## config.mk

```make
export PLATFORM = sky130hd
export DESIGN_NAME = cbor_item_skipper
export DESIGN_NICKNAME = d
export VERILOG_FILES = /design/src/rtl/cis_pkg.sv /design/src/rtl/cbor_item_skipper.sv
export VERILOG_INCLUDE_DIRS = /design/src /design/src/rtl
export SDC_FILE = /design/constraint.sdc
export NUM_CORES = 2
export LEC_CHECK = 0
export BUFFER_PORTS_ARGS = -buffer_cell sky130_fd_sc_hd__buf_2
export CORE_MARGIN = 4
export CORE_UTILIZATION = 55
export DETAILED_ROUTE_END_ITERATION = 6
export MAX_ROUTING_LAYER = met4
export PLACE_DENSITY = 0.86
export SLEW_MARGIN = 20
export SYNTH_ARGS = -nofsm -noshare
export SYNTH_HDL_FRONTEND = slang
export SYNTH_SLANG_ARGS = --single-unit
```

## constraint.sdc

```tcl
create_clock -name clk -period 9.3 [get_ports clk]
set_input_delay 1.86 -clock clk [delete_from_list [all_inputs] [get_ports clk]]
set_output_delay 1.86 -clock clk [all_outputs]
set_load 0.02 [all_outputs]
```

## src/rtl/cbor_item_skipper_macros.svh

```systemverilog
// ----------------------------------------------------------------------------
// cbor_item_skipper_macros.svh
// Assertion macros for the CBOR item skipper; ASSERT_OFF removes them.
// ----------------------------------------------------------------------------
`ifndef CBOR_ITEM_SKIPPER_MACROS_SVH
`define CBOR_ITEM_SKIPPER_MACROS_SVH

`ifndef ASSERT_OFF
// same-cycle check
`define CIS_ASSERT(lbl, prop, msg) \
	lbl: assert property (@(posedge clk) disable iff (!arst_n) prop) else $error(msg);
// antecedent this cycle, consequent next cycle
`define CIS_ASSERT_NEXT(lbl, ante, cons, msg) \
	lbl: assert property (@(posedge clk) disable iff (!arst_n) (ante) |=> (cons)) \
		else $error(msg);
`else
`define CIS_ASSERT(lbl, prop, msg)
`define CIS_ASSERT_NEXT(lbl, ante, cons, msg)
`endif

`endif

```

## src/rtl/cis_pkg.sv

```systemverilog
// ----------------------------------------------------------------------------
// cis_pkg
// Codes and types shared by the CBOR item skipper.
// ----------------------------------------------------------------------------
package cis_pkg;

	typedef logic [2:0] status_t;
	typedef logic [1:0] phase_t;
	typedef logic [2:0] major_t;

	// result status
	localparam status_t ST_OK       = 3'd0;
	localparam status_t ST_TRUNC    = 3'd1;
	localparam status_t ST_RESERVED = 3'd2;
	localparam status_t ST_DEEP     = 3'd3;
	localparam status_t ST_OVER     = 3'd4;

	// parse phase
	localparam phase_t PH_HEAD = 2'd0;
	localparam phase_t PH_ARG  = 2'd1;
	localparam phase_t PH_PAY  = 2'd2;

	// major types that need more than their header
	localparam major_t MT_BSTR  = 3'd2;
	localparam major_t MT_TSTR  = 3'd3;
	localparam major_t MT_ARRAY = 3'd4;
	localparam major_t MT_MAP   = 3'd5;
	localparam major_t MT_TAG   = 3'd6;

	// header decode
	localparam logic [7:0] INFO_MASK   = 8'h1F;
	localparam logic [4:0] SHORT_MAX   = 5'd23;
	localparam int         MAJOR_SHIFT = 5;

	// one open container level
	typedef struct packed {
		logic [63:0] children;
		logic        value_pending;
		logic        is_map;
	} stack_entry_t;

endpackage

```

## src/rtl/cbor_item_skipper.sv

```systemverilog
// ----------------------------------------------------------------------------
// cbor_item_skipper: walks one CBOR data item per result, one byte per beat
// while byte_stall is low. When a child ends under open levels, bytes stall
// while the stack is walked, one stack memory read per open level touched.
// The deciding byte or pop sets the result into the output register;
// a result that meets a stalled output holds off bytes until it moves out.
// arst_n clears control state only; the stack memory needs no clearing pass.
// ----------------------------------------------------------------------------
`include "cbor_item_skipper_macros.svh"

module cbor_item_skipper
	import cis_pkg::*;
#(
	parameter int NEST_DEPTH  = 16,
	parameter int LENGTH_BITS = 32
) (
	input  logic        clk,
	input  logic        arst_n,
	// byte channel
	input  logic        byte_valid,
	output logic        byte_stall,
	input  logic [7:0]  data_byte,
	input  logic        end_of_buffer,
	// result channel
	output logic        result_valid,
	input  logic        result_stall,
	output logic [2:0]  status,
	output logic [31:0] item_length
);

	// level count holds 0..NEST_DEPTH; stack address covers the entries
	localparam int LW = $clog2(NEST_DEPTH + 1);
	localparam int AW = (NEST_DEPTH > 1) ? $clog2(NEST_DEPTH) : 1;
	// byte counter is as wide as the length limit, at most 32 bits
	localparam int CW = (LENGTH_BITS >= 32) ? 32 : LENGTH_BITS;
	localparam logic [CW-1:0] LEN_LIMIT = {CW{1'b1}};

	// sequencer
	localparam logic [1:0] S_IDLE = 2'd0;  // take a byte
	localparam logic [1:0] S_POP  = 2'd1;  // stack top in stack_rd_q, finish a child
	localparam logic [1:0] S_HOLD = 2'd2;  // result waits for the output register

	logic [1:0]   state_q, state_d;

	// parse state
	phase_t       phase_q, phase_d;
	logic [3:0]   abl_q, abl_d;          // argument bytes left
	logic [63:0]  acc_q, acc_d;          // argument accumulator
	major_t       major_q, major_d;
	logic [CW-1:0] pay_q, pay_d;         // payload bytes left
	logic [LW-1:0] level_q, level_d;     // open container levels
	logic [CW-1:0] cons_q, cons_d;       // bytes consumed
	logic         last_q, last_d;        // byte under work was the last one

	// stack memory: one write port, one registered read port
	stack_entry_t stack_mem [NEST_DEPTH];
	stack_entry_t stack_rd_q;
	logic         mem_we, mem_re;
	logic [AW-1:0] mem_waddr, mem_raddr;
	stack_entry_t mem_wdata;
	logic [LW-1:0] rd_level;
	logic [LW-1:0] top_level;

	// result
	logic         res_valid;
	status_t      res_status;
	logic [31:0]  res_len;
	status_t      hold_status_q;
	logic [31:0]  hold_len_q;
	logic         out_valid_q, out_valid_d;
	status_t      out_status_q;
	logic [31:0]  out_len_q;
	logic         slot_free;

	// byte decode
	logic         byte_acc;
	logic [4:0]   info;
	logic         do_hdone, do_leaf, pop_end;
	logic [63:0]  hd_arg, count, child_dec;
	logic [3:0]   abl_n;
	logic [CW-1:0] pay_n;

	assign byte_stall = (state_q != S_IDLE);
	assign byte_acc   = byte_valid && !byte_stall;
	assign info       = 5'(data_byte & INFO_MASK);
	assign slot_free  = !out_valid_q || !result_stall;
	assign child_dec  = stack_rd_q.children - 64'd1;
	// current stack top
	assign top_level  = level_q - LW'(1);

	always_comb begin
		state_d    = state_q;
		phase_d    = phase_q;
		abl_d      = abl_q;
		acc_d      = acc_q;
		major_d    = major_q;
		pay_d      = pay_q;
		level_d    = level_q;
		cons_d     = cons_q;
		last_d     = last_q;
		mem_we     = 1'b0;
		mem_re     = 1'b0;
		mem_waddr  = '0;
		mem_wdata  = '0;
		res_valid  = 1'b0;
		res_status = ST_OK;
		res_len    = '0;
		do_hdone   = 1'b0;
		do_leaf    = 1'b0;
		pop_end    = 1'b0;
		hd_arg     = '0;
		count      = '0;
		abl_n      = '0;
		pay_n      = '0;

		case (state_q)
			S_IDLE: begin
				if (byte_acc) begin
					last_d = end_of_buffer;
					if (cons_q == LEN_LIMIT) begin
						// count saturated: byte is refused and not counted
						res_valid  = 1'b1;
						res_status = ST_OVER;
					end else begin
						cons_d = cons_q + CW'(1);
						case (phase_q)
							PH_HEAD: begin
								major_d = 3'(data_byte >> MAJOR_SHIFT);
								if (info <= SHORT_MAX) begin
									do_hdone = 1'b1;
									hd_arg   = 64'(info);
								end else if (info <= SHORT_MAX + 5'd4) begin
									// 1, 2, 4 or 8 argument bytes follow
									abl_d   = 4'd1 << info[1:0];
									acc_d   = '0;
									phase_d = PH_ARG;
								end else begin
									// reserved codes and indefinite lengths, break too
									res_valid  = 1'b1;
									res_status = ST_RESERVED;
								end
							end
							PH_ARG: begin
								acc_d = {acc_q[55:0], data_byte};
								abl_n = (abl_q != '0) ? abl_q - 4'd1 : abl_q;
								abl_d = abl_n;
								if (abl_n == '0) begin
									do_hdone = 1'b1;
									hd_arg   = acc_d;
								end
							end
							PH_PAY: begin
								pay_n = (pay_q != '0) ? pay_q - CW'(1) : pay_q;
								pay_d = pay_n;
								if (pay_n == '0) begin
									phase_d = PH_HEAD;
									do_leaf = 1'b1;
								end
							end
							default: begin
							end
						endcase

						// header complete: string, container or leaf
						if (do_hdone) begin
							phase_d = PH_HEAD;
							if (major_d inside {MT_BSTR, MT_TSTR}) begin
								if (hd_arg == '0) begin
									do_leaf = 1'b1;
								end else if (hd_arg > 64'(LEN_LIMIT - cons_d)) begin
									res_valid  = 1'b1;
									res_status = ST_OVER;
								end else begin
									pay_d   = hd_arg[CW-1:0];
									phase_d = PH_PAY;
								end
							end else if (major_d inside {MT_ARRAY, MT_MAP, MT_TAG}) begin
								count = (major_d == MT_TAG) ? 64'd1 : hd_arg;
								if (count == '0) begin
									do_leaf = 1'b1;
								end else if (level_q >= LW'(NEST_DEPTH)) begin
									res_valid  = 1'b1;
									res_status = ST_DEEP;
								end else begin
									// push a new open level
									mem_we                  = 1'b1;
									mem_waddr               = level_q[AW-1:0];
									mem_wdata.children      = count;
									mem_wdata.value_pending = 1'b0;
									mem_wdata.is_map        = (major_d == MT_MAP);
									level_d                 = level_q + LW'(1);
								end
							end else begin
								do_leaf = 1'b1;
							end
						end

						// child ended: top level item done, or walk the stack
						if (do_leaf) begin
							if (level_q == '0) begin
								res_valid  = 1'b1;
								res_status = ST_OK;
							end else begin
								mem_re  = 1'b1;
								state_d = S_POP;
							end
						end

						if (!res_valid && state_d == S_IDLE && end_of_buffer) begin
							res_valid  = 1'b1;
							res_status = ST_TRUNC;
						end
					end
					res_len = 32'(cons_d);
				end
			end
			S_POP: begin
				mem_waddr = top_level[AW-1:0];
				if (stack_rd_q.is_map && !stack_rd_q.value_pending) begin
					// key done, value still to come
					mem_we                  = 1'b1;
					mem_wdata               = stack_rd_q;
					mem_wdata.value_pending = 1'b1;
					pop_end                 = 1'b1;
				end else if (child_dec != '0) begin
					mem_we                  = 1'b1;
					mem_wdata.children      = child_dec;
					mem_wdata.value_pending = 1'b0;
					mem_wdata.is_map        = stack_rd_q.is_map;
					pop_end                 = 1'b1;
				end else begin
					// level finished: close it and finish a child of the parent
					level_d = level_q - LW'(1);
					if (level_d == '0) begin
						res_valid  = 1'b1;
						res_status = ST_OK;
						state_d    = S_IDLE;
					end else begin
						mem_re = 1'b1;
					end
				end
				if (pop_end) begin
					state_d = S_IDLE;
					if (last_q) begin
						res_valid  = 1'b1;
						res_status = ST_TRUNC;
					end
				end
				res_len = 32'(cons_q);
			end
			S_HOLD: begin
				if (slot_free) begin
					state_d = S_IDLE;
				end
			end
			default: begin
				state_d = S_IDLE;
			end
		endcase

		// any result starts a fresh item at the next byte
		if (res_valid) begin
			phase_d = PH_HEAD;
			abl_d   = '0;
			acc_d   = '0;
			major_d = '0;
			pay_d   = '0;
			level_d = '0;
			cons_d  = '0;
			if (!slot_free) begin
				state_d = S_HOLD;
			end
		end

		// output register
		if (res_valid && slot_free) begin
			out_valid_d = 1'b1;
		end else if (state_q == S_HOLD && slot_free) begin
			out_valid_d = 1'b1;
		end else if (!result_stall) begin
			out_valid_d = 1'b0;
		end else begin
			out_valid_d = out_valid_q;
		end
	end

	// read the entry below the new level count
	assign rd_level  = level_d - LW'(1);
	assign mem_raddr = rd_level[AW-1:0];

	always_ff @(posedge clk or negedge arst_n) begin
		if (!arst_n) begin
			state_q     <= S_IDLE;
			phase_q     <= PH_HEAD;
			abl_q       <= '0;
			acc_q       <= '0;
			major_q     <= '0;
			pay_q       <= '0;
			level_q     <= '0;
			cons_q      <= '0;
			last_q      <= 1'b0;
			out_valid_q <= 1'b0;
		end else begin
			state_q     <= state_d;
			phase_q     <= phase_d;
			abl_q       <= abl_d;
			acc_q       <= acc_d;
			major_q     <= major_d;
			pay_q       <= pay_d;
			level_q     <= level_d;
			cons_q      <= cons_d;
			last_q      <= last_d;
			out_valid_q <= out_valid_d;
		end
	end

	// result payload, no reset
	always_ff @(posedge clk) begin
		if (res_valid && slot_free) begin
			out_status_q <= res_status;
			out_len_q    <= res_len;
		end else if (state_q == S_HOLD && slot_free) begin
			out_status_q <= hold_status_q;
			out_len_q    <= hold_len_q;
		end
		if (res_valid && !slot_free) begin
			hold_status_q <= res_status;
			hold_len_q    <= res_len;
		end
	end

	// stack memory; a read is only issued after any write to the
	// same entry has landed, so no bypass is needed
	always_ff @(posedge clk) begin
		if (mem_we) begin
			stack_mem[mem_waddr] <= mem_wdata;
		end
		if (mem_re) begin
			stack_rd_q <= stack_mem[mem_raddr];
		end
	end

	assign result_valid = out_valid_q;
	assign status       = out_status_q;
	assign item_length  = out_len_q;

	`CIS_ASSERT(a_rw_apart, (mem_we && mem_re) |-> (mem_waddr != mem_raddr),
		"stack read and write hit one entry")
	`CIS_ASSERT(a_pop_level, (state_q == S_POP) |-> (level_q != '0),
		"stack walk with no open level")
	`CIS_ASSERT(a_level_max, level_q <= LW'(NEST_DEPTH), "open levels exceed stack depth")
	`CIS_ASSERT(a_pay_left, (phase_q == PH_PAY) |-> (pay_q != '0),
		"payload phase with nothing left")
	`CIS_ASSERT_NEXT(a_hold_drain, (state_q == S_HOLD) && !result_stall,
		(state_q == S_IDLE) && out_valid_q, "held result not moved to output")

endmodule
```

Yosys cells after proc, flatten, opt, wreduce, memory -nomap -nowiden
Memory sizes are Yosys's and may differ from the RTL's. A register that Yosys moved wholly into a read port is not among the register bits.
Index checks and enable logic that the tools add are counted.
- register bits after elaboration: 208
- bits in writable memories: 1056
- memories: 1
- memories (name ; words ; width ; read ports ; clocked after Yosys merged registers in ; wr ports ; line ; text):
    stack_mem ; 16 ; 66 ; 1 ; 1 ; 1 ; cbor_item_skipper.sv:56 ; stack_entry_t stack_mem [NEST_DEPTH];
- add/subtract/negate cells: 8
- order comparisons: 4
- equality and inequality tests: 17
- shift operators: 1
- mux-type cells: 188
- reductions and logical operators: 39
- operators with widths (cell ; number):
    2-to-1 mux 66 bit ; 9
    2-to-1 mux 32 bit ; 17
    2-to-1 mux 56 bit ; 6
    2-to-1 mux 64 bit ; 5
    case mux 66 bit (2 select lines) ; 1
    logical NOT 64 bit ; 2
    case mux 64 bit (2 select lines) ; 1
    case mux 56 bit (2 select lines) ; 1
    2-to-1 mux 3 bit ; 22
    > comparator 64 bit ; 1
    case mux 32 bit (2 select lines) ; 1
    nonzero test 64 bit ; 1
    subtractor 64 x 1 -> 64 bit, second input constant ; 1
    2-to-1 mux 1 bit ; 62
    2-to-1 mux 2 bit ; 28
    2-to-1 mux 4 bit ; 14
    2-to-1 mux 5 bit ; 11
    subtractor 32 x 32 -> 33 bit, first input constant ; 1
    adder 32 x 1 -> 32 bit, second input constant ; 1
    == test 32 bit, second input constant ; 1
    logical NOT 32 bit ; 1
    nonzero test 32 bit ; 1
    subtractor 32 x 1 -> 32 bit, second input constant ; 1
    case mux 4 bit (2 select lines) ; 2
    32 further kinds ; 66

Longest topological paths before layout
- depth in word-level cells: 30
- gate-level depth with buffers: 32
- gate-level depth less buffers: 28

Worst setup path after synthesis
Ideal clock, no wire load.
- path type: in2reg
- start point: input port data_byte[3]
- end point: memory stack_mem[0][0] (netlist bit), enable pin
- data arrival time: 8.510 ns
- required time: 8.729 ns
- setup slack: 0.219 ns
- cell stages on the path: 9
- path buffers: 0
- cell sequence: a211o_1 > o32ai_1 > nor2_1 > o2111ai_1 > o31ai_1 > nor4_1 > nor2_1 > o22a_1 > nor3_1
- cells in the longest elaborated chain, start to end: 17
- elaborated cells between the ends (all ways): 30
- classes of those cells: 1 x order compare; 28 x mux; 1 x reduce/logical
- RTL lines (item ; line ; text):
    from (decl) ; cbor_item_skipper.sv:22 ; input logic [7:0] data_byte,
    <= comparator 5 bit ; cbor_item_skipper.sv:129 ; if (info <= SHORT_MAX) begin
    2-to-1 mux 5 bit ; cbor_item_skipper.sv:129 ;
    case mux 64 bit (2 select lines) ; cbor_item_skipper.sv:126 ; case (phase_q)
    2-to-1 mux 64 bit ; cbor_item_skipper.sv:120 ; if (cons_q == LEN_LIMIT) begin
    2-to-1 mux 64 bit ; cbor_item_skipper.sv:118 ; if (byte_acc) begin
    2-to-1 mux 64 bit ; cbor_item_skipper.sv:116 ; case (state_q)
    2-to-1 mux 64 bit ; cbor_item_skipper.sv:178 ; count = (major_d == MT_TAG) ? 64'd1 : hd_arg;
    logical NOT 64 bit ; cbor_item_skipper.sv:179 ; if (count == '0) begin
    2-to-1 mux 1 bit ; cbor_item_skipper.sv:179 ;
    2-to-1 mux 1 bit ; cbor_item_skipper.sv:177 ; end else if (major_d inside {MT_ARRAY, MT_MAP, MT_TAG}) begin
    2-to-1 mux 1 bit ; cbor_item_skipper.sv:167 ; if (major_d inside {MT_BSTR, MT_TSTR}) begin
    2-to-1 mux 1 bit ; cbor_item_skipper.sv:165 ; if (do_hdone) begin
    2-to-1 mux 1 bit ; cbor_item_skipper.sv:120 ;
    2-to-1 mux 1 bit ; cbor_item_skipper.sv:118 ;
    case mux 1 bit (2 select lines) ; cbor_item_skipper.sv:116 ;
    2-to-1 mux 1 bit ; cbor_item_skipper.sv:335 ; if (mem_we) begin
    2-to-1 mux 1 bit (not written as such) ; cbor_item_skipper.sv:336 ; stack_mem[mem_waddr] <= mem_wdata;
    to (decl) ; cbor_item_skipper.sv:56 ;
Several ways; a longest one is shown, not always the timed one. The select of a mux whose other input is x is not followed.

Worst setup path after layout
- start point: register cons_q[0]
- end point: register, netlist name stack_rd_q[58]
- cells in the longest elaborated chain, start to end: 21
- elaborated cells between the ends (all ways): 28
- classes of those cells: 3 x add/sub; 1 x order compare; 1 x eq/ne; 20 x mux; 3 x reduce/logical
- RTL lines (item ; line ; text):
    from (decl) ; cbor_item_skipper.sv:52 ; logic [CW-1:0] cons_q, cons_d;
    from (signal assigned) ; cbor_item_skipper.sv:311 ; cons_q <= cons_d;
    adder 32 x 1 -> 32 bit ; cbor_item_skipper.sv:125 ; cons_d = cons_q + CW'(1);
    subtractor 32 x 32 -> 33 bit ; cbor_item_skipper.sv:170 ; end else if (hd_arg > 64'(LEN_LIMIT - cons_d)) begin
    > comparator 64 bit ; cbor_item_skipper.sv:170 ;
    2-to-1 mux 1 bit ; cbor_item_skipper.sv:170 ;
    2-to-1 mux 1 bit ; cbor_item_skipper.sv:168 ; if (hd_arg == '0) begin
    2-to-1 mux 1 bit ; cbor_item_skipper.sv:167 ;
    2-to-1 mux 1 bit ; cbor_item_skipper.sv:165 ;
    2-to-1 mux 1 bit ; cbor_item_skipper.sv:200 ; if (level_q == '0) begin
    (+4 left out) ; -- ;
    logical NOT 1 bit ; cbor_item_skipper.sv:209 ; if (!res_valid && state_d == S_IDLE && end_of_buffer) begin
    logical AND 1 bit (2 in a row) ; cbor_item_skipper.sv:209 ;
    2-to-1 mux 1 bit ; cbor_item_skipper.sv:209 ;
    2-to-1 mux 1 bit ; cbor_item_skipper.sv:120 ;
    2-to-1 mux 1 bit ; cbor_item_skipper.sv:118 ;
    case mux 1 bit (2 select lines) ; cbor_item_skipper.sv:116 ;
    2-to-1 mux 5 bit ; cbor_item_skipper.sv:262 ; if (res_valid) begin
    subtractor 4 x 1 -> 4 bit ; cbor_item_skipper.sv:288 ; assign rd_level = level_d - LW'(1);
Several ways; a longest one is shown, not always the timed one. The select of a mux whose other input is x is not followed.
A chain may end at the register's enable or synchronous reset.

==> impl_metrics.env <==
export IMPL_status="complete, but fails checks"
export IMPL_violations="design-rule violations"
export IMPL_synth_top_family_by_area="simple AND/OR/NAND/NOR gates"
export IMPL_ys_async_sr_fraction_pct=10.4
export IMPL_dieArea_sq_um=110000
export IMPL_drive_gt1_share_pct=16.6
export IMPL_synth_yosys_warnings=0
export IMPL_cts_root_buf="clkbuf_16"
export IMPL_hold_depth=2
export IMPL_max_slew_margin_pct=17.5
export IMPL_grt_pass1_vias=37600
export IMPL_instances_no_fill=5475
export IMPL_timing_rr_end="stack_rd_q[58]"
export IMPL_drtPass1Iterations=7
export IMPL_ir_drop_v=0.000327
export IMPL_area_growth_pct=11.2
export IMPL_syn_num_nets=3995
export IMPL_criticalPathCategory="flip-flop to flip-flop"
export IMPL_cts_tree="built"
export IMPL_dp_cells=5233
export IMPL_cts_sinks=1330
export IMPL_insertion_delay_ns=0.77
export IMPL_final_area_sq_um=64200
export IMPL_critPathLaunchType="flip-flop"
export IMPL_yosys_area_share_simple_pct=9.61
export IMPL_final_cell_mix="edfxtp_1, nand2_1, nor2_1, mux4_2, nand3_1"
export IMPL_grt_overflow_total=0
export IMPL_fin_crit_ns=8.35
export IMPL_min_from="hold_len_q[19]"
export IMPL_synth_top_flop_cell="edfxtp_1"
export IMPL_core_area_sq_um=104000
export IMPL_hold_slack_ns=0.521
export IMPL_cts_resized=0
export IMPL_crit_top_cell="nor2_1"
export IMPL_gp_congestion=1.03
export IMPL_synth_area_sq_um=57700
export IMPL_drt_iter0_markers=6582
export IMPL_final_common_cell="edfxtp_1"
export IMPL_cp_slowest_cell="buf_12"
export IMPL_grt_max_degree=140
export IMPL_synthXorXnorAreaFrac_pct=1.76
export IMPL_finalSetupTns_ns=0
export IMPL_routedWlPerCell_um=30.4
export IMPL_r2r_slack_ns=0.95
export IMPL_powerDensity_nw_per_um2=297
export IMPL_grt_usage_pct=30.5
export IMPL_post_place_ws_ns=1.10
export IMPL_clkTransAtPathRegs_ns=0.06
export IMPL_grt_pass1_wl_mm=244
export IMPL_dr_total_vias=38500
export IMPL_hold_buffers=0
export IMPL_setup_slack_ns=0.947
export IMPL_std_cell_rows=118
export IMPL_synth_adder_area_share_pct=0.911
export IMPL_die_x_um=332
export IMPL_cap_violations=0
export IMPL_postPlaceCellArea_sq_um=59700
export IMPL_route_detailed_drc=16
export IMPL_cp_top_family="simple AND/OR/NAND/NOR gates"
export IMPL_rr_startpoint="cons_q[0]"
export IMPL_synth_mux_area_share_pct=9.52
export IMPL_rsz0062_at_grt="false"
export IMPL_cts_buffers=130
export IMPL_path_buf_inv=3
export IMPL_ff_latch_area_sq_um=39200
export IMPL_synth_seq_cells=1330
export IMPL_critPathRequiredTime_ns=9.76
export IMPL_wirelength_mm=166
export IMPL_antenna_found_initial=2
export IMPL_tightest_slew_ns=1.24
export IMPL_antenna_left=0
export IMPL_portBuffers=49
export IMPL_path_max_fanout=128
export IMPL_synth_compound_area_share_pct=7.69
export IMPL_cts_setup_buffers=0
export IMPL_ff2ff_path_depth=26
export IMPL_utilization_pct=61.8
export IMPL_end_kind="flip-flop"
export IMPL_arrival_ns=8.81
export IMPL_max_freq_mhz=120
export IMPL_nets=4044
export IMPL_clk_path_buf_depth=3
export IMPL_netlist_cell_type_count=84
export IMPL_synth_edf_count=1192
export IMPL_via_per_inst=7.04
export IMPL_hold_viol_final=0
export IMPL_setup_violations=0
export IMPL_min_to="item_length[19]"
export IMPL_fin_crit_sh_pct=89.8
export IMPL_synth_cells=3940
export IMPL_slowest_delay_ns=0.75
export IMPL_drv_slew=0
export IMPL_p_total_mw=19.0
export IMPL_die_h_um=332
export IMPL_p_leak_nw=20.8
export IMPL_hold_path_class="flip-flop to flip-flop"
export IMPL_htree_levels=4
export IMPL_ios=50
export IMPL_syn_avg_cell_area_sq_um=14.6
export IMPL_ys_seq_area_share_pct=68.0
export IMPL_fillers=7070
export IMPL_hpwl_mm=90.7
export IMPL_fin_skew_ns=0.0422
export IMPL_multi_input_area_sq_um=17400
export IMPL_initial_core_util_pct=55.6
-- final cells by class --
type,instances,share of cell area (%)
diodes,3,0.0117
well taps,1380,2.69
clock inverters,71,1.24
multi-input cells,2285,27.1
flip-flops and latches,1330,61.1
repair buffers,169,1.99
inverters,73,0.427
clock buffers,164,5.36
-- synthesized netlist by cell type (all sizes together) (62+ instances only) --
master / count / area [sq um]
nand2: 332 / 1250
o21ai: 181 / 906
nor3: 85 / 437
inv: 73 / 274
mux2i: 72 / 721
a221oi: 70 / 694
o2111ai: 66 / 578
nor2: 292 / 1100
dfrtp: 138 / 3450
a21oi: 161 / 806
xnor2: 62 / 551
mux4: 199 / 4480
edfxtp: 1192 / 35800
nand3: 188 / 941
nor4: 65 / 428
clkbuf: 208 / 781
-- power by group --
part	leakage [nW]	internal [mW]	switching [mW]	total, mW
Clock	2.07	2.97	2.32	5.29
Sequential	12.5	7.16	0.333	7.50
Combinational	6.21	2.29	3.97	6.26
-- layer usage --
metal	wire length (um)	vias up	global-route usage, %
met3	22400	671	7.31
met5	0	-	-
met4	8940	0	14.2
met1	57400	19000	39.1
li1	-	15600	-
met2	77700	3318	46.5
-- worst max path at each step --
stage                     depth (start not counted)         start  slack (ns)              end
after detailed placement                         25     cons_q[0]        1.10   stack_rd_q[53]
after global routing                             25     cons_q[0]        0.33   stack_rd_q[58]
after global placement                           25     cons_q[0]        1.28   stack_rd_q[53]
after CTS                                        25     cons_q[0]        1.03   stack_rd_q[58]
final                                            26     cons_q[0]        0.95   stack_rd_q[58]
after floorplan                                   9  data_byte[3]        0.22  stack_mem[0][0]
-- state kept, by name (all words and copies together), names as in the netlist, 5 cells and up --
| name | cells |
|---|---|
| cons_q | 32 |
| stack_rd_q | 66 |
| stack_mem | 1056 |
| level_q | 5 |
| item_length | 32 |
| acc_q | 56 |
| pay_q | 32 |
| hold_len_q | 32 |
-- worst register-to-register path, stage by stage, from the launching register on --
cell       delay, ns
dfrtp_1         0.46
nand3_1         0.17
nor2_1          0.29
and3_1          0.27
and3_1          0.26
nand3_1         0.18
or3_1           0.44
nor2_1          0.54
nand2_1         0.22
xnor2_1         0.17
ha_1            0.33
a21oi_1         0.14
o21ai_0         0.09
a221oi_1        0.31
o211ai_1        0.14
o211ai_1        0.19
a21boi_0        0.13
nor2_1          0.21
a41oi_1         0.27
or2_4           0.35
nor3_4          0.25
buf_12          0.36
buf_16          0.47
buf_12          0.82
mux4_2          0.77
o21ai_0         0.11
o2111ai_1       0.15
-- logic make-up after synthesis --
| family | after synthesis |
|---|---|
| DFF | 1330 |
| and+or+nand+nor | 1162 |
| AOI/OAI and AO/OA | 669 |
| buffers and inverters | 325 |
| muxes | 297 |
| xor gates and xnor gates | 115 |
| adders and majority gates | 42 |
Note: power is estimated with default switching activity, not from simulation.
